==> src/design/snf_pkg.sv <==
// shared types, opcodes and helpers for the spi nor command framer
// no dependencies; used by every module of the framer
package snf_pkg;

  localparam int SNF_PAGE_BYTES      = 256;
  localparam int SNF_MAX_WRITE_BYTES = 4096;
  localparam int SNF_MAX_FRAMES      = 34;
  localparam int SNF_MAX_PAIRS       = SNF_MAX_FRAMES / 2;
  localparam int SNF_QDEPTH          = 2;

  // request codes as they arrive on the input channel
  localparam logic [3:0] CMD_READ   = 4'd0;
  localparam logic [3:0] CMD_FREAD  = 4'd1;
  localparam logic [3:0] CMD_WRITE  = 4'd2;
  localparam logic [3:0] CMD_SERASE = 4'd3;
  localparam logic [3:0] CMD_BERASE = 4'd4;
  localparam logic [3:0] CMD_CERASE = 4'd5;
  localparam logic [3:0] CMD_UNLOCK = 4'd6;
  localparam logic [3:0] CMD_RDSR1  = 4'd7;
  localparam logic [3:0] CMD_RDSR2  = 4'd8;
  localparam logic [3:0] CMD_RDSR3  = 4'd9;
  localparam logic [3:0] CMD_RDID   = 4'd10;
  localparam logic [3:0] CMD_WREN   = 4'd11;
  localparam logic [3:0] CMD_WRDI   = 4'd12;

  // flash opcodes
  localparam logic [7:0] OP_READ3   = 8'h03;
  localparam logic [7:0] OP_READ4   = 8'h13;
  localparam logic [7:0] OP_FREAD3  = 8'h0B;
  localparam logic [7:0] OP_FREAD4  = 8'h0C;
  localparam logic [7:0] OP_PP3     = 8'h02;
  localparam logic [7:0] OP_PP4     = 8'h12;
  localparam logic [7:0] OP_SE3     = 8'h20;
  localparam logic [7:0] OP_SE4     = 8'h21;
  localparam logic [7:0] OP_BE3     = 8'hD8;
  localparam logic [7:0] OP_BE4     = 8'hDC;
  localparam logic [7:0] OP_CE      = 8'hC7;
  localparam logic [7:0] OP_WRSR    = 8'h01;
  localparam logic [7:0] OP_RDSR1   = 8'h05;
  localparam logic [7:0] OP_RDSR2   = 8'h35;
  localparam logic [7:0] OP_RDSR3   = 8'h15;
  localparam logic [7:0] OP_RDID    = 8'h9F;
  localparam logic [7:0] OP_WREN    = 8'h06;
  localparam logic [7:0] OP_WRDI    = 8'h04;

  localparam logic [1:0] DIR_NONE = 2'd0;
  localparam logic [1:0] DIR_SEND = 2'd1;
  localparam logic [1:0] DIR_RECV = 2'd2;

  localparam logic [19:0] POLL_PP     = 20'd1000;
  localparam logic [19:0] POLL_SE     = 20'd1000;
  localparam logic [19:0] POLL_BE     = 20'd2000;
  localparam logic [19:0] POLL_CE     = 20'd600000;
  localparam logic [19:0] POLL_UNLOCK = 20'd100;

  // classified work item kinds
  typedef enum logic [3:0] {
    KIND_READ, KIND_FREAD, KIND_WRITE, KIND_WERR, KIND_SERASE, KIND_BERASE,
    KIND_CERASE, KIND_UNLOCK, KIND_RDSR1, KIND_RDSR2, KIND_RDSR3, KIND_RDID,
    KIND_WREN, KIND_WRDI
  } snf_kind_t;

  typedef struct packed {
    logic [3:0]  command;
    logic [31:0] address;
    logic [23:0] length;
  } snf_req_t;

  typedef struct packed {
    logic [7:0]  opcode;
    logic [31:0] frame_address;
    logic [2:0]  address_bytes;
    logic        dummy_bytes;
    logic [1:0]  data_direction;
    logic [23:0] data_bytes;
    logic [19:0] poll_timeout_ms;
    logic        error;
    logic        last;
  } snf_frame_t;

  typedef struct packed {
    snf_kind_t   kind;
    logic [31:0] address;
    logic [23:0] length;
  } snf_entry_t;

  // push side of the queue, front to queue
  typedef struct packed {
    logic       push;
    snf_entry_t entry;
  } snf_push_t;

  // pop side of the queue, queue to back end
  typedef struct packed {
    logic       not_empty;
    snf_entry_t entry;
  } snf_head_t;

  function automatic logic [7:0] snf_pick(input logic mode, input logic [7:0] op3,
                                          input logic [7:0] op4);
    return mode ? op4 : op3;
  endfunction

  function automatic logic [31:0] snf_addr(input logic mode, input logic [31:0] addr);
    return mode ? addr : {8'h00, addr[23:0]};
  endfunction

  function automatic logic [2:0] snf_abytes(input logic mode);
    return mode ? 3'd4 : 3'd3;
  endfunction

endpackage

==> src/design/spi_nor_command_framer.sv <==
// spi nor command framer: request beats in, chip-select frame descriptor beats out
// a request reaches the queue at acceptance; the back end pops it and then registers its first frame
// frames of one request follow back to back while out_ready holds; the next item is popped only
//   after its last frame; for page sizes not a power of two a write first runs the offset fold, divide, subtract
// reset: rst_n synchronous active low; clears queue, sequencer, output valid and four_byte_mode
// depends on snf_pkg, snf_front, snf_queue, snf_back
module spi_nor_command_framer import snf_pkg::*; #(
  parameter int PAGE_BYTES      = SNF_PAGE_BYTES,
  parameter int MAX_WRITE_BYTES = SNF_MAX_WRITE_BYTES
) (
  input  logic       clk,
  input  logic       rst_n,
  // request channel
  input  logic       in_valid,
  output logic       in_ready,
  input  snf_req_t   in_data,
  // frame descriptor channel
  output logic       out_valid,
  input  logic       out_ready,
  output snf_frame_t out_data,
  // configuration register
  input  logic       cfg_wr_en,
  input  logic       cfg_wr_data
);

  logic      four_byte_mode_r;
  snf_push_t push;
  snf_head_t head;
  logic      q_full;
  logic      pop;

  // address mode register; the user must write it only while the framer is quiet, the block does not enforce it
  always_ff @(posedge clk) begin
    if (!rst_n) begin
      four_byte_mode_r <= 1'b0;
    end else if (cfg_wr_en) begin
      four_byte_mode_r <= cfg_wr_data;
    end
  end

  // front end: decode request, drop unused codes and empty writes, flag long writes
  snf_front #(
    .MAX_WRITE_BYTES (MAX_WRITE_BYTES)
  ) u_front (
    .in_valid (in_valid),
    .in_ready (in_ready),
    .in_data  (in_data),
    .q_full   (q_full),
    .push_o   (push)
  );

  // decoupling queue, lets the front keep taking beats while frames drain
  snf_queue u_queue (
    .clk    (clk),
    .rst_n  (rst_n),
    .push_i (push),
    .pop    (pop),
    .full   (q_full),
    .head_o (head)
  );

  // back end: frame sequencer with registered output beat
  snf_back #(
    .PAGE_BYTES      (PAGE_BYTES),
    .MAX_WRITE_BYTES (MAX_WRITE_BYTES)
  ) u_back (
    .clk            (clk),
    .rst_n          (rst_n),
    .four_byte_mode (four_byte_mode_r),
    .head_i         (head),
    .pop            (pop),
    .out_valid      (out_valid),
    .out_ready      (out_ready),
    .out_data       (out_data)
  );

endmodule

==> src/design/snf_front.sv <==
// front end: takes request beats, classifies them and pushes work items
// depends on snf_pkg
module snf_front import snf_pkg::*; #(
  parameter int MAX_WRITE_BYTES = SNF_MAX_WRITE_BYTES
) (
  input  logic      in_valid,
  output logic      in_ready,
  input  snf_req_t  in_data,
  input  logic      q_full,
  output snf_push_t push_o
);

  logic      keep;
  snf_kind_t kind;

  assign in_ready = !q_full;

  always_comb begin
    keep = 1'b1;
    kind = KIND_READ;
    case (in_data.command)
      CMD_READ:   kind = KIND_READ;
      CMD_FREAD:  kind = KIND_FREAD;
      CMD_WRITE: begin
        if (in_data.length > 24'(MAX_WRITE_BYTES)) begin
          kind = KIND_WERR;
        end else begin
          kind = KIND_WRITE;
          // empty write gives no frames
          keep = (in_data.length != 24'd0);
        end
      end
      CMD_SERASE: kind = KIND_SERASE;
      CMD_BERASE: kind = KIND_BERASE;
      CMD_CERASE: kind = KIND_CERASE;
      CMD_UNLOCK: kind = KIND_UNLOCK;
      CMD_RDSR1:  kind = KIND_RDSR1;
      CMD_RDSR2:  kind = KIND_RDSR2;
      CMD_RDSR3:  kind = KIND_RDSR3;
      CMD_RDID:   kind = KIND_RDID;
      CMD_WREN:   kind = KIND_WREN;
      CMD_WRDI:   kind = KIND_WRDI;
      default:    keep = 1'b0;
    endcase
  end

  always_comb begin
    push_o.push          = in_valid && !q_full && keep;
    push_o.entry.kind    = kind;
    push_o.entry.address = in_data.address;
    push_o.entry.length  = in_data.length;
  end

endmodule

==> src/design/snf_queue.sv <==
// short work item queue between front and back end
// depends on snf_pkg
module snf_queue import snf_pkg::*; (
  input  logic      clk,
  input  logic      rst_n,
  input  snf_push_t push_i,
  input  logic      pop,
  output logic      full,
  output snf_head_t head_o
);

  localparam int PTR_W = $clog2(SNF_QDEPTH);
  localparam int CNT_W = $clog2(SNF_QDEPTH + 1);

  snf_entry_t             mem_r [SNF_QDEPTH];
  logic [PTR_W-1:0]       wr_ptr_r, wr_ptr_nxt;
  logic [PTR_W-1:0]       rd_ptr_r, rd_ptr_nxt;
  logic [CNT_W-1:0]       count_r, count_nxt;
  logic                   do_pop;

  assign full   = (count_r == CNT_W'(SNF_QDEPTH));
  assign do_pop = pop && (count_r != '0);

  always_comb begin
    wr_ptr_nxt = wr_ptr_r;
    rd_ptr_nxt = rd_ptr_r;
    count_nxt  = count_r;
    if (push_i.push) begin
      wr_ptr_nxt = wr_ptr_r + PTR_W'(1);
    end
    if (do_pop) begin
      rd_ptr_nxt = rd_ptr_r + PTR_W'(1);
    end
    if (push_i.push && !do_pop) begin
      count_nxt = count_r + CNT_W'(1);
    end else if (!push_i.push && do_pop) begin
      count_nxt = count_r - CNT_W'(1);
    end
  end

  always_ff @(posedge clk) begin
    if (!rst_n) begin
      wr_ptr_r <= '0;
      rd_ptr_r <= '0;
      count_r  <= '0;
    end else begin
      wr_ptr_r <= wr_ptr_nxt;
      rd_ptr_r <= rd_ptr_nxt;
      count_r  <= count_nxt;
    end
  end

  always_ff @(posedge clk) begin
    if (push_i.push) begin
      mem_r[wr_ptr_r] <= push_i.entry;
    end
  end

  always_comb begin
    head_o.not_empty = (count_r != '0);
    head_o.entry     = mem_r[rd_ptr_r];
  end

endmodule

==> src/design/snf_back.sv <==
// back end: expands work items into frame descriptors, splits writes into pages
// depends on snf_pkg
module snf_back import snf_pkg::*; #(
  parameter int PAGE_BYTES      = SNF_PAGE_BYTES,
  parameter int MAX_WRITE_BYTES = SNF_MAX_WRITE_BYTES
) (
  input  logic       clk,
  input  logic       rst_n,
  input  logic       four_byte_mode,
  input  snf_head_t  head_i,
  output logic       pop,
  output logic       out_valid,
  input  logic       out_ready,
  output snf_frame_t out_data
);

  localparam int OFF_W  = $clog2(PAGE_BYTES);
  localparam int ROOM_W = $clog2(PAGE_BYTES + 1);
  localparam int REM_W  = $clog2(MAX_WRITE_BYTES + 1);
  localparam int CW     = (REM_W > ROOM_W) ? REM_W : ROOM_W;
  localparam int PAIR_W = $clog2(SNF_MAX_PAIRS + 1);
  localparam bit PAGE_POW2 = ((PAGE_BYTES & (PAGE_BYTES - 1)) == 0);
  localparam logic [63:0] P64    = 64'(PAGE_BYTES);
  // page offset reached after the address wraps past the top
  localparam logic [63:0] WRAP64 = (P64 - (64'h1_0000_0000 % P64)) % P64;
  // byte-wise fold of the address: weights of each byte modulo the page size
  localparam int FOLD_W = OFF_W + 10;
  localparam int RCP_K  = FOLD_W + OFF_W;
  localparam int PROD_W = 2 * FOLD_W + 1;
  localparam logic [FOLD_W-1:0] FOLD_C1 = FOLD_W'(64'h100 % P64);
  localparam logic [FOLD_W-1:0] FOLD_C2 = FOLD_W'(64'h1_0000 % P64);
  localparam logic [FOLD_W-1:0] FOLD_C3 = FOLD_W'(64'h100_0000 % P64);
  // reciprocal of the page size, exact quotient for any folded value
  localparam logic [FOLD_W:0]   RCP_M   = (FOLD_W + 1)'(((64'd1 << RCP_K) / P64) + 64'd1);

  typedef enum logic [3:0] {
    ST_IDLE = 4'b0001,
    ST_MOD  = 4'b0010,
    ST_WREN = 4'b0100,
    ST_MAIN = 4'b1000
  } snf_state_t;

  snf_state_t        state_r, state_nxt;
  snf_kind_t         kind_r, kind_nxt;
  logic [31:0]       cur_r, cur_nxt;
  logic [23:0]       len_r, len_nxt;
  logic [REM_W-1:0]  rem_r, rem_nxt;
  logic [OFF_W-1:0]  off_r, off_nxt;
  logic [PAIR_W-1:0] pairs_r, pairs_nxt;
  logic [1:0]        step_r, step_nxt;
  logic [FOLD_W-1:0] fold_r, fold_nxt;
  logic [FOLD_W-1:0] quo_r, quo_nxt;
  logic              out_valid_r, out_valid_nxt;
  snf_frame_t        out_data_r, out_data_nxt;

  logic              emit_ok;
  logic [ROOM_W-1:0] room;
  logic [CW-1:0]     chunk;
  logic [32:0]       cur_sum;
  logic [REM_W-1:0]  rem_after;
  logic              write_last;
  logic [FOLD_W-1:0] fold_sum;
  logic [PROD_W-1:0] quo_prod;
  logic [FOLD_W-1:0] quo;
  logic [FOLD_W-1:0] off_calc;
  snf_frame_t        main_frame;
  snf_frame_t        wren_frame;

  assign emit_ok = !out_valid_r || out_ready;
  assign pop     = (state_r == ST_IDLE) && head_i.not_empty;

  // page chunk arithmetic
  always_comb begin
    room       = ROOM_W'(PAGE_BYTES) - ROOM_W'(off_r);
    chunk      = (CW'(rem_r) < CW'(room)) ? CW'(rem_r) : CW'(room);
    cur_sum    = {1'b0, cur_r} + 33'(chunk);
    rem_after  = rem_r - REM_W'(chunk);
    write_last = (rem_after == '0) || (pairs_r == PAIR_W'(SNF_MAX_PAIRS - 1));
  end

  // page offset for sizes that are not a power of two: fold, divide, subtract
  always_comb begin
    fold_sum = FOLD_W'(cur_r[31:24]) * FOLD_C3 + FOLD_W'(cur_r[23:16]) * FOLD_C2 +
               FOLD_W'(cur_r[15:8]) * FOLD_C1 + FOLD_W'(cur_r[7:0]);
    quo_prod = PROD_W'(fold_r) * PROD_W'(RCP_M);
    quo      = FOLD_W'(quo_prod >> RCP_K);
    off_calc = fold_r - quo_r * FOLD_W'(PAGE_BYTES);
  end

  always_comb begin
    wren_frame        = '0;
    wren_frame.opcode = OP_WREN;
  end

  always_comb begin
    main_frame = '0;
    main_frame.last = 1'b1;
    case (kind_r)
      KIND_READ: begin
        main_frame.opcode         = snf_pick(four_byte_mode, OP_READ3, OP_READ4);
        main_frame.frame_address  = snf_addr(four_byte_mode, cur_r);
        main_frame.address_bytes  = snf_abytes(four_byte_mode);
        main_frame.data_direction = DIR_RECV;
        main_frame.data_bytes     = len_r;
      end
      KIND_FREAD: begin
        main_frame.opcode         = snf_pick(four_byte_mode, OP_FREAD3, OP_FREAD4);
        main_frame.frame_address  = snf_addr(four_byte_mode, cur_r);
        main_frame.address_bytes  = snf_abytes(four_byte_mode);
        main_frame.dummy_bytes    = 1'b1;
        main_frame.data_direction = DIR_RECV;
        main_frame.data_bytes     = len_r;
      end
      KIND_WRITE: begin
        main_frame.opcode          = snf_pick(four_byte_mode, OP_PP3, OP_PP4);
        main_frame.frame_address   = snf_addr(four_byte_mode, cur_r);
        main_frame.address_bytes   = snf_abytes(four_byte_mode);
        main_frame.data_direction  = DIR_SEND;
        main_frame.data_bytes      = 24'(chunk);
        main_frame.poll_timeout_ms = POLL_PP;
        main_frame.last            = write_last;
      end
      KIND_WERR: begin
        main_frame.error = 1'b1;
      end
      KIND_SERASE: begin
        main_frame.opcode          = snf_pick(four_byte_mode, OP_SE3, OP_SE4);
        main_frame.frame_address   = snf_addr(four_byte_mode, cur_r);
        main_frame.address_bytes   = snf_abytes(four_byte_mode);
        main_frame.poll_timeout_ms = POLL_SE;
      end
      KIND_BERASE: begin
        main_frame.opcode          = snf_pick(four_byte_mode, OP_BE3, OP_BE4);
        main_frame.frame_address   = snf_addr(four_byte_mode, cur_r);
        main_frame.address_bytes   = snf_abytes(four_byte_mode);
        main_frame.poll_timeout_ms = POLL_BE;
      end
      KIND_CERASE: begin
        main_frame.opcode          = OP_CE;
        main_frame.poll_timeout_ms = POLL_CE;
      end
      KIND_UNLOCK: begin
        main_frame.opcode          = OP_WRSR;
        main_frame.data_direction  = DIR_SEND;
        main_frame.data_bytes      = 24'd2;
        main_frame.poll_timeout_ms = POLL_UNLOCK;
      end
      KIND_RDSR1: begin
        main_frame.opcode         = OP_RDSR1;
        main_frame.data_direction = DIR_RECV;
        main_frame.data_bytes     = 24'd1;
      end
      KIND_RDSR2: begin
        main_frame.opcode         = OP_RDSR2;
        main_frame.data_direction = DIR_RECV;
        main_frame.data_bytes     = 24'd1;
      end
      KIND_RDSR3: begin
        main_frame.opcode         = OP_RDSR3;
        main_frame.data_direction = DIR_RECV;
        main_frame.data_bytes     = 24'd1;
      end
      KIND_RDID: begin
        main_frame.opcode         = OP_RDID;
        main_frame.data_direction = DIR_RECV;
        main_frame.data_bytes     = 24'd3;
      end
      KIND_WREN: main_frame.opcode = OP_WREN;
      KIND_WRDI: main_frame.opcode = OP_WRDI;
      default:   main_frame = '0;
    endcase
  end

  always_comb begin
    state_nxt     = state_r;
    kind_nxt      = kind_r;
    cur_nxt       = cur_r;
    len_nxt       = len_r;
    rem_nxt       = rem_r;
    off_nxt       = off_r;
    pairs_nxt     = pairs_r;
    step_nxt      = step_r;
    fold_nxt      = fold_r;
    quo_nxt       = quo_r;
    out_valid_nxt = out_valid_r && !out_ready;
    out_data_nxt  = out_data_r;
    case (state_r)
      ST_IDLE: begin
        if (head_i.not_empty) begin
          kind_nxt  = head_i.entry.kind;
          cur_nxt   = head_i.entry.address;
          len_nxt   = head_i.entry.length;
          rem_nxt   = head_i.entry.length[REM_W-1:0];
          pairs_nxt = '0;
          case (head_i.entry.kind)
            KIND_WRITE: begin
              if (PAGE_POW2) begin
                off_nxt   = head_i.entry.address[OFF_W-1:0];
                state_nxt = ST_WREN;
              end else begin
                step_nxt  = 2'd0;
                state_nxt = ST_MOD;
              end
            end
            KIND_SERASE, KIND_BERASE, KIND_CERASE, KIND_UNLOCK: state_nxt = ST_WREN;
            default: state_nxt = ST_MAIN;
          endcase
        end
      end
      ST_MOD: begin
        step_nxt = step_r + 2'd1;
        if (step_r == 2'd0) begin
          fold_nxt = fold_sum;
        end else if (step_r == 2'd1) begin
          quo_nxt = quo;
        end else begin
          off_nxt   = off_calc[OFF_W-1:0];
          state_nxt = ST_WREN;
        end
      end
      ST_WREN: begin
        if (emit_ok) begin
          out_valid_nxt = 1'b1;
          out_data_nxt  = wren_frame;
          state_nxt     = ST_MAIN;
        end
      end
      ST_MAIN: begin
        if (emit_ok) begin
          out_valid_nxt = 1'b1;
          out_data_nxt  = main_frame;
          state_nxt     = ST_IDLE;
          if (kind_r == KIND_WRITE) begin
            cur_nxt   = cur_sum[31:0];
            rem_nxt   = rem_after;
            pairs_nxt = pairs_r + PAIR_W'(1);
            off_nxt   = cur_sum[32] ? WRAP64[OFF_W-1:0] : '0;
            if (!write_last) begin
              state_nxt = ST_WREN;
            end
          end
        end
      end
      default: state_nxt = ST_IDLE;
    endcase
  end

  always_ff @(posedge clk) begin
    if (!rst_n) begin
      state_r     <= ST_IDLE;
      out_valid_r <= 1'b0;
    end else begin
      state_r     <= state_nxt;
      out_valid_r <= out_valid_nxt;
    end
  end

  always_ff @(posedge clk) begin
    kind_r     <= kind_nxt;
    cur_r      <= cur_nxt;
    len_r      <= len_nxt;
    rem_r      <= rem_nxt;
    off_r      <= off_nxt;
    pairs_r    <= pairs_nxt;
    step_r     <= step_nxt;
    fold_r     <= fold_nxt;
    quo_r      <= quo_nxt;
    out_data_r <= out_data_nxt;
  end

  assign out_valid = out_valid_r;
  assign out_data  = out_data_r;

endmodule

==> config.mk <==
export PLATFORM = sky130hd
export DESIGN_NAME = spi_nor_command_framer
export DESIGN_NICKNAME = d
export VERILOG_FILES = /design/src/design/snf_pkg.sv /design/src/design/spi_nor_command_framer.sv /design/src/design/snf_front.sv /design/src/design/snf_queue.sv /design/src/design/snf_back.sv
export SDC_FILE = /design/constraint.sdc
export NUM_CORES = 1
export LEC_CHECK = 0
export ABC_AREA = 1
export BUFFER_PORTS_ARGS = -buffer_cell sky130_fd_sc_hd__buf_2
export CORE_ASPECT_RATIO = 1.5
export CORE_MARGIN = 2
export CORE_UTILIZATION = 59
export CTS_CLUSTER_DIAMETER = 30
export DETAILED_ROUTE_END_ITERATION = 16
export PLACE_DENSITY = 0.9
export SYNTH_ARGS = -nofsm -noshare
export SYNTH_HDL_FRONTEND = slang
export SYNTH_HIERARCHICAL = 1
export SYNTH_SLANG_ARGS = --single-unit
==> constraint.sdc <==
create_clock -name clk -period 7.3 [get_ports clk]
set_input_delay 1.46 -clock clk [delete_from_list [all_inputs] [get_ports clk]]
set_output_delay 1.46 -clock clk [all_outputs]
set_load 0.005 [all_outputs]
==> impl_metrics.py, run 1 <==
metrics = {
    "cts": {
        "cts_tree": "yes",
        "cts_buffers": 38,
        "ctsHoldBuffers": 0,
        "worstSkewPairLatency_ns": 0.53,
        "cts.clk_slew.worst_paths_ns": 0.06,
        "clockBufferDepth": 3,
        "numClockSinks": 295,
        "clock-root-buffer": "clkbuf_16",
        "cts_setup_buffers": 0,
        "ctsResizeCount": 0,
        "cts-htree-levels": 2,
    },
    "synthesis": {
        "ys_ff_latch": 295,
        "synth_area_mm2": 0.0144,
        "synth_top_area_share": 0.593,
        "ys_seq_area_frac": 0.607,
        "yosys_warnings": 6,
        "synth_cells": 1286,
        "synth.lib_cells_used.distinct": 52,
        "synth_area_leader_cell": "edfxtp_1",
        "ys_top_cells_by_area": "edfxtp_1, nand2_1, mux2_4",
        "syn_avg_cell_area_um2": 11.2,
    },
    "final_layout": {
        "drive_gt1_frac": 0.232,
        "nets": 1504,
        "area_growth_pct": 13.1,
        "final_common_cell": "edfxtp_1",
        "most-common-layout-cells": "edfxtp_1, nand2_1, buf_2, nor2_1, inv_1",
        "num-fill-cells": 1706,
    },
    "sta": {
        "worstMarginPinSlew_ns": 0.901,
        "fin_crit_ns": 4.85,
        "maxSlewViolCount": 0,
        "min_period_over_period": 0.665,
        "hold_slack_ns": 0.517,
        "max_slew_margin": 0.399,
        "finalSetupViolations": 0,
        "rsz0062_at_grt": "no",
        "clock_skew_ns": 0.0148,
        "final_hold_viol_count": 0,
        "fin_tns_setup_ns": 0,
        "fmax_mhz": 206,
    },
    "placed_design": {
        "port_buffers": 151,
        "gp_congestion": 0.926,
        "place_hpwl_um": 21000,
    },
    "setup_path": {
        "cp_common_cell": "nand2_1",
        "rr_worst_depth": 30,
        "cp.buffers_inverters": 6,
        "r2r-end": "u_back/cur_r[25]",
        "r2r_slack_ns": 2.45,
        "crit_required_ns": 7.57,
        "end_kind": "flop",
        "arrival_ns": 5.13,
        "critical_path_peak_fanout": 17,
        "slowest_stage": "edfxtp_1",
        "reg2reg_from": "u_back/off_r[0]",
        "critPathTopFamily": "simple AND/OR/NAND/NOR gates",
        "slowest_delay_ns": 0.41,
        "startpoint_type": "flop",
        "worstSetupPathType": "reg -> reg",
    },
    "routing": {
        "drt-total-wl_um": 30500,
        "viasPerCell": 5.38,
        "ant_nets": 0,
        "drc": 0,
        "firstDrtPassIters": 5,
        "drtIter0Drc": 776,
        "vias": 9453,
        "post_drt_wl_per_cell_um": 17.4,
    },
    "global_routing": {
        "grt_usage": 0.237,
        "grt_pass1_wl_um": 47900,
        "grt_overflow": 0,
        "antenna_found_initial": 4,
        "grt_pass1_vias": 9537,
        "grt_max_degree": 86,
    },
    "floorplan": {
        "coreArea_mm2": 0.0242,
        "rows": 70,
        "die_y_um": 196,
        "io_pins": 160,
        "die_w_um": 132,
        "die-area_mm2": 0.0257,
        "start_util": 0.597,
    },
    "pwr": {
        "p_leak_nw": 6.70,
        "seqPwrFrac": 0.385,
        "powerDensity_mw_per_mm2": 432,
        "power_switching_mw": 2.66,
        "ir_worst_vdd_mv": 0.223,
        "p_int_mw": 4.38,
        "power_frac_clock": 0.262,
        "p_comb_frac": 0.353,
        "sw_frac_of_total": 0.378,
    },
    "worst_hold_path": {
        "hold_class": "reg -> reg",
        "min_from": "u_queue/rd_ptr_r",
        "hold_depth": 2,
    },
    "status": {
        "status": "finished clean",
    },
    "flow_run": {
        "maxCapViolCount": 0,
    },
}
## stage by stage
| step | instances | worst slack, ns | instance area, um2 | utilization | total power [mW] |
|---|---|---|---|---|---|
| 6_report | 1756 | 2.45 | 16300 | 0.675 | 7.04 |
| 5_1_grt | 1756 | 1.86 | 16300 | 0.675 | 7.45 |
| 4_1_cts | 1755 | 2.51 | 16300 | 0.675 | 7.04 |
| 3_5_place_dp | 1686 | 2.58 | 15000 | 0.622 | 5.15 |
| 3_3_place_gp | 1686 | 2.69 | 15000 | 0.622 | 5.06 |
| 2_1_floorplan | 1297 | 1.39 | 14500 | - | 4.55 |
## final cells by class
cell class                      count  area (um2)  share of cell area
Clock inverter                     27         262              0.0160
Antenna cell                        1        2.50            0.000153
Tap cell                          324         405              0.0249
Timing Repair Buffer              164         853              0.0523
Clock buffer                       42        1020              0.0624
Multi-Input combinational cell    758        4460               0.273
Inverter                          145         547              0.0335
Sequential cell                   295        8760               0.537
## flip-flops by register name, indices dropped and copies added (netlist names), 3 cells and up, named ones only
register         flops
u_back/cur_r        32
u_back/kind_r        4
u_back/len_r        24
u_back/off_r         8
u_back/out_data     79
u_back/pairs_r       5
u_back/rem_r        13
u_back/state_r       3
u_queue/mem_r      120
## power by group through the flow
stage	Combinational (mW)	Sequential, mW	Clock [mW]
finish	2.49	2.71	1.85
CTS	2.46	2.70	1.87
detailed placement	2.42	2.73	0
global route	2.77	2.74	1.94
global placement	2.35	2.71	0
floorplan	1.90	2.65	0
## worst min-delay path, stage by stage, from the launching register on
cell     delay [ns]
dfxtp_1        0.33
nor2_1         0.06
nor2_1         0.09
## kinds of logic after synthesis
| logic type | after synthesis | synth area share |
|---|---|---|
| AOI/OAI and AO/OA | 130 | 0.0499 |
| xor gates and xnor gates | 26 | 0.0158 |
| adders and majority gates | 36 | 0.0323 |
| buffers and inverters | 244 | 0.0893 |
| DFF | 295 | 0.607 |
| muxes | 60 | 0.0624 |
| other | 1 | 0.000260 |
| and+or+nand+nor | 494 | 0.143 |
## how the worst max path moves through the flow
stage                               start            endpoint  cells after the start
final                     u_back/off_r[0]    u_back/cur_r[25]                     30
after global routing      u_back/off_r[0]    u_back/cur_r[28]                     28
after CTS                 u_back/off_r[0]    u_back/cur_r[30]                     30
after detailed placement  u_back/off_r[0]    u_back/cur_r[28]                     28
after global placement    u_back/off_r[0]    u_back/cur_r[28]                     28
after floorplan                 out_ready  u_back/out_data[0]                      2
## layer usage
metal | wire length (um) | global-route usage | share of wire
met1 | 11300 | 0.269 | 0.37
met2 | 16000 | 0.432 | 0.52
met3 | 1830 | 0.0389 | 0.060
met4 | 1300 | 0.116 | 0.043
met5 | 35 | 0 | 0.0011
## Yosys cell counts (all sizes together)
cell type and count:
or2 5, buf 82, nand3 40, xnor2 4, a41oi 1, nor2 149
o211ai 3, nand4 16, dfxtp 10, a211oi 5, o22ai 1, a31oi 8
o221ai 1, xor2 22, nor4 3, o41ai 1, edfxtp 285, o311ai 1
clkbuf 17, a21oi 51, a21o 1, nand3b 4, nor3b 1, mux2 60
conb 1, nor3 13, ha 34, o21ai 52, inv 145, nand2 263
o21bai 1, o21a 4, fa 2
(Power assumes the default switching activity.)
==> inputs of run 2 (changes only) <==
==> constraint.sdc (replaced) <==
create_clock -name clk -period 5 [get_ports clk]
set_input_delay 1 -clock clk [delete_from_list [all_inputs] [get_ports clk]]
set_output_delay 1 -clock clk [all_outputs]
set_load 0.005 [all_outputs]
==> run 2 against run 1 <==
Effect of this change: critical path depth fell by 2; worst hold slack improved by 0.020 ns; sequential power rose by 48%; wire length rose by 3.1%; register-to-register slack got worse by 2.0 ns; clock skew rose by 0.0018 ns; die area did not move; core utilization rose by 0.51 points; via count rose by 1.7%; combinational power rose by 48%; critical endpoint is now u_back/cur_r[19]; largest power group unchanged; highest routed layer is now met4.
==> impl_metrics.py, run 2 (synthesized netlist as in run 1, its figures left out) <==
metrics = {
    "final_layout": {
        "area_growth_pct": 13.9,
        "largest_register_ffs": 120,
        "drive_gt1_frac": 0.232,
        "multi_input_area_mm2": 0.00447,
        "regMostFlops": "u_queue/mem_r",
        "nets": 1505,
        "final_cells": 1758,
        "regArea_mm2": 0.00876,
        "final_common_cell": "edfxtp_1",
        "num-fill-cells": 1718,
        "most-common-layout-cells": "edfxtp_1, nand2_1, buf_2, nor2_1, inv_1",
    },
    "cts": {
        "cts_tree": "yes",
        "cts_setup_buffers": 0,
        "numClockSinks": 295,
        "ctsResizeCount": 0,
        "cts-htree-levels": 2,
        "cts.clk_slew.worst_paths_ns": 0.06,
        "cts_buffers": 38,
        "ctsHoldBuffers": 0,
        "worstSkewPairLatency_ns": 0.53,
        "clock-root-buffer": "clkbuf_16",
        "clockBufferDepth": 3,
    },
    "global_routing": {
        "grt_overflow": 0,
        "met2_usage": 0.453,
        "grt_max_degree": 87,
        "use_met1": 0.264,
        "busiest_layer": "met2",
        "grt_pass1_wl_um": 49600,
        "grt_usage": 0.246,
        "grt_pass1_vias": 9658,
        "grtUsageMet3": 0.0395,
        "antenna_found_initial": 4,
    },
    "setup_path": {
        "critical_path_peak_fanout": 12,
        "crit_required_ns": 5.25,
        "end_kind": "flop",
        "slowest_delay_ns": 0.40,
        "startpoint_type": "flop",
        "slowest_stage": "edfxtp_1",
        "rr_worst_depth": 28,
        "arrival_ns": 4.84,
        "worstSetupPathType": "reg -> reg",
    },
    "routing": {
        "viasPerCell": 5.47,
        "post_drt_wl_per_cell_um": 17.9,
        "drtIter0Drc": 874,
        "vias": 9616,
        "ant_nets": 0,
        "drt-total-wl_um": 31400,
        "firstDrtPassIters": 6,
        "drc": 0,
    },
    "sta": {
        "maxSlewViolCount": 0,
        "final_hold_viol_count": 0,
        "clock_skew_ns": 0.0166,
        "fin_tns_setup_ns": 0,
        "worstMarginPinSlew_ns": 1.15,
        "rsz0062_at_grt": "no",
        "fmax_mhz": 218,
        "finalSetupViolations": 0,
        "max_slew_margin": 0.235,
        "fin_crit_ns": 4.60,
        "min_period_over_period": 0.919,
        "fin_ws_ns": 0.403,
    },
    "floorplan": {
        "rows": 70,
        "io_pins": 160,
        "die-area_mm2": 0.0257,
        "start_util": 0.597,
        "coreArea_mm2": 0.0242,
        "die_y_um": 196,
        "die_w_um": 132,
    },
    "placed_design": {
        "place_hpwl_um": 21500,
        "place_ws_ns": 0.483,
        "gp_congestion": 0.915,
        "dp_cells": 1687,
        "port_buffers": 151,
    },
    "flow_run": {
        "maxCapViolCount": 0,
    },
    "pwr": {
        "p_leak_nw": 6.73,
        "total_power_mw": 10.5,
        "powerDensity_mw_per_mm2": 642,
        "ir_worst_vdd_mv": 0.320,
    },
    "status": {
        "status": "finished clean",
    },
    "worst_hold_path": {
        "hold_depth": 2,
        "hold_class": "reg -> reg",
    },
}
[run 2: cell count changes in the layout (fill, tap and decap cells not counted), moves of 3 or more]
cell       previous run  this run
bufinv_16             1         5
clkinv_8              0         6
diode_2               1         4
inv_6                10         5
inv_8                 6         2
[run 2: worst paths after layout]
path / to / slack (ns) / start
worst min-delay path: u_queue/rd_ptr_r / 0.54 / u_queue/rd_ptr_r
worst max register to register: u_back/cur_r[19] / 0.40 / u_back/off_r[0]
worst max-delay path: u_back/cur_r[19] / 0.40 / u_back/off_r[0]
worst min register to register: u_queue/rd_ptr_r / 0.54 / u_queue/rd_ptr_r
[run 2: layout make-up]
cell class                      instances  area share
Multi-Input combinational cell        758       0.272
Tap cell                              324      0.0247
Sequential cell                       295       0.533
Timing Repair Buffer                  165      0.0539
Clock inverter                         25      0.0222
Clock buffer                           42      0.0601
Antenna cell                            4    0.000609
Inverter                              145      0.0333
[run 2: per-layer routing]
metal / wire length (um) / vias to the layer above
li1: - / 4539
met1: 11100 / 4545
met2: 16700 / 413
met3: 1720 / 119
met4: 1910 / 0
met5: 0 / -
[run 2: critical path, delay by kind of cell, from the launching register on]
family	cells	cell delay, ns
XOR/XNOR	1	0.21
buffers and inverters	7	0.59
flip-flops	1	0.40
adder cells (fa/ha/maj)	3	0.83
AND/OR/NAND/NOR	10	1.13
AO/OA/AOI/OAI	7	1.15
[run 2: report_power, final]
group	internal, mW	switching (mW)	total (mW)
Combinational	1.31	2.38	3.69
Sequential	3.55	0.458	4.01
Clock	1.74	1.11	2.85
Total	6.59	3.95	10.5
[run 2: metrics by stage]
stage                util  hold slack [ns]  instance area (um2)
floorplan               -            0.467                14500
global placement    0.623            0.474                15100
detailed placement  0.623            0.487                15100
CTS                 0.679            0.534                16400
global route        0.680            0.565                16400
finish              0.680            0.537                16400
==> inputs of run 3 (changes only) <==
--- a/config.mk
+++ b/config.mk
@@ -9,10 +9,10 @@
 export BUFFER_PORTS_ARGS = -buffer_cell sky130_fd_sc_hd__buf_2
 export CORE_ASPECT_RATIO = 1.5
 export CORE_MARGIN = 2
-export CORE_UTILIZATION = 59
+export CORE_UTILIZATION = 64
 export CTS_CLUSTER_DIAMETER = 30
 export DETAILED_ROUTE_END_ITERATION = 16
-export PLACE_DENSITY = 0.9
+export PLACE_DENSITY = 0.86
 export SYNTH_ARGS = -nofsm -noshare
 export SYNTH_HDL_FRONTEND = slang
 export SYNTH_HIERARCHICAL = 1
==> constraint.sdc (replaced) <==
create_clock -name clk -period 5.3 [get_ports clk]
set_input_delay 1.06 -clock clk [delete_from_list [all_inputs] [get_ports clk]]
set_output_delay 1.06 -clock clk [all_outputs]
set_load 0.005 [all_outputs]
==> run 3 against run 2 <==
Effect of this change: largest power group unchanged; count of clock-buffer cells in the layout is 2 higher; critical endpoint is now u_back/cur_r[28]; highest routed layer unchanged; global-route usage increased by 0.33 points; wire length decreased by 3.9%; worst hold slack got worse by 0.033 ns; clock power is 2% lower; first-iteration DRC count fell by 21%; non-clock buffer count fell by 2; flip-flop and latch count stayed put.
==> impl_metrics.py, run 3 (synthesized netlist as in run 1, its figures left out) <==
metrics = {
    "global_routing": {
        "grt_usage": 0.250,
        "grt_overflow": 0,
        "grt_max_degree": 87,
        "grt_pass1_vias": 9800,
        "antenna_found_initial": 2,
        "grt_pass1_wl_um": 47200,
    },
    "routing": {
        "post_drt_wl_per_cell_um": 17.6,
        "ant_nets": 0,
        "drtIter0Drc": 693,
        "drc": 0,
        "wl_met3_um": 1910,
        "viasPerCell": 5.56,
        "top_layer_used": "met4",
        "firstDrtPassIters": 8,
        "met2WireLength_um": 15900,
        "drt-total-wl_um": 30200,
        "wl_met1_um": 10900,
        "vias": 9532,
    },
    "final_layout": {
        "area_growth_pct": 13.7,
        "largest_register_ffs": 120,
        "fin_util": 0.738,
        "drive_gt1_frac": 0.235,
        "nets": 1505,
        "regMostFlops": "u_queue/mem_r",
        "multi_input_area_mm2": 0.00447,
        "most-common-layout-cells": "edfxtp_1, nand2_1, buf_2, nor2_1, inv_1",
        "final_common_cell": "edfxtp_1",
        "regArea_mm2": 0.00876,
        "num-fill-cells": 1416,
    },
    "cts": {
        "clock-root-buffer": "clkbuf_16",
        "cts_tree": "yes",
        "cts-htree-levels": 2,
        "ctsHoldBuffers": 0,
        "clockBufferDepth": 3,
        "worstSkewPairLatency_ns": 0.52,
        "cts.clk_slew.worst_paths_ns": 0.06,
        "cts_buffers": 40,
        "numClockSinks": 295,
    },
    "worst_hold_path": {
        "hold_end": "u_queue/rd_ptr_r",
        "hold_class": "reg -> reg",
        "hold_depth": 2,
        "min_from": "u_queue/rd_ptr_r",
    },
    "placed_design": {
        "place_ws_ns": 0.614,
        "gp_congestion": 0.924,
        "port_buffers": 151,
        "place_hpwl_um": 21000,
    },
    "setup_path": {
        "critical_path_peak_fanout": 17,
        "startpoint_type": "flop",
        "critPathTopFamily": "simple AND/OR/NAND/NOR gates",
        "r2r-end": "u_back/cur_r[28]",
        "slowest_delay_ns": 0.39,
        "arrival_ns": 4.94,
        "reg2reg_from": "u_back/off_r[0]",
        "cp.buffers_inverters": 6,
        "cp_common_cell": "nand2_1",
        "slowest_stage": "edfxtp_1",
        "r2r_slack_ns": 0.60,
        "rr_worst_depth": 30,
        "crit_required_ns": 5.54,
        "worstSetupPathType": "reg -> reg",
        "end_kind": "flop",
    },
    "floorplan": {
        "coreArea_mm2": 0.0222,
        "start_util": 0.649,
        "die_y_um": 188,
        "die-area_mm2": 0.0238,
        "die_w_um": 127,
        "rows": 67,
        "io_pins": 160,
    },
    "sta": {
        "fin_tns_setup_ns": 0,
        "fmax_mhz": 213,
        "worstMarginPinSlew_ns": 0.941,
        "maxSlewViolCount": 0,
        "fin_crit_ns": 4.70,
        "clock_skew_ns": 0.0140,
        "fin_ws_ns": 0.598,
        "max_slew_margin": 0.371,
        "final_hold_viol_count": 0,
        "min_period_over_period": 0.887,
        "rsz0062_at_grt": "no",
        "finalSetupViolations": 0,
    },
    "pwr": {
        "p_leak_nw": 6.77,
        "ir_worst_vdd_mv": 0.474,
        "total_power_mw": 9.96,
        "powerDensity_mw_per_mm2": 607,
    },
    "status": {
        "status": "finished clean",
    },
    "flow_run": {
        "maxCapViolCount": 0,
    },
}
==> run 3: cell types whose count changed in the layout (fill, tap and decap cells not counted), moves of 2 or more <==
cell       before  now
diode_2         4    2
clkinv_8        6    1
inv_6           5   10
clkbuf_16      39   41
clkinv_2        0    2
inv_8           2    5
==> run 3: final cells by class <==
type	count	area share
Timing Repair Buffer	163	0.0523
Antenna cell	2	0.000305
Clock buffer	44	0.0638
Sequential cell	295	0.534
Inverter	145	0.0333
Multi-Input combinational cell	758	0.272
Tap cell	276	0.0211
Clock inverter	30	0.0227
==> run 3: where the power goes <==
group	total, mW	switching [mW]	internal (mW)	leakage [nW]
sequential	3.72	0.373	3.35	2.74
combinational	3.44	2.23	1.20	3.34
clock	2.80	1.07	1.72	0.690
total	9.96	3.68	6.28	6.77
==> run 3: how the worst max path moves through the flow <==
| stage | startpoint | to | slack [ns] | cells after the start |
|---|---|---|---|---|
| 3_5_place_dp | u_back/off_r[0] | u_back/cur_r[28] | 0.61 | 28 |
| 4_1_cts | u_back/off_r[0] | u_back/cur_r[28] | 0.53 | 28 |
| 3_3_place_gp | u_back/off_r[0] | u_back/cur_r[28] | 0.76 | 28 |
| 5_1_grt | u_back/off_r[0] | u_back/cur_r[28] | 0.17 | 29 |
| 6_report | u_back/off_r[0] | u_back/cur_r[28] | 0.60 | 30 |
| 2_1_floorplan | in_data[59] | u_queue/mem_r[0][0] | 0.44 | 8 |
==> run 3: worst min-delay path: cells and delay by family, from the launching register on <==
kind,cells,cell delay [ns]
simple gates,2,0.15
flops,1,0.33
==> run 3: what timing repair did <==
action | CTS | global route
resized for setup | 0 | 2
setup buffers | 0 | 0
endpoints found under the hold margin | 0 | 0
endpoints found under the setup margin | 0 | 1
==> run 3: through the flow <==
| step | hold WS [ns] | instance area [um2] | std cells |
|---|---|---|---|
| global route | 0.557 | 16400 | 1713 |
| CTS | 0.503 | 16400 | 1711 |
| global placement | 0.475 | 15000 | 1637 |
| finish | 0.504 | 16400 | 1713 |
| floorplan | 0.467 | 14500 | 1297 |
| detailed placement | 0.496 | 15000 | 1637 |
==> run 3: per-layer routing <==
metal / GRT usage / up-vias
met5: 0 / -
met4: 0.136 / 0
met3: 0.0385 / 102
met2: 0.448 / 412
met1: 0.282 / 4480
li1: - / 4538
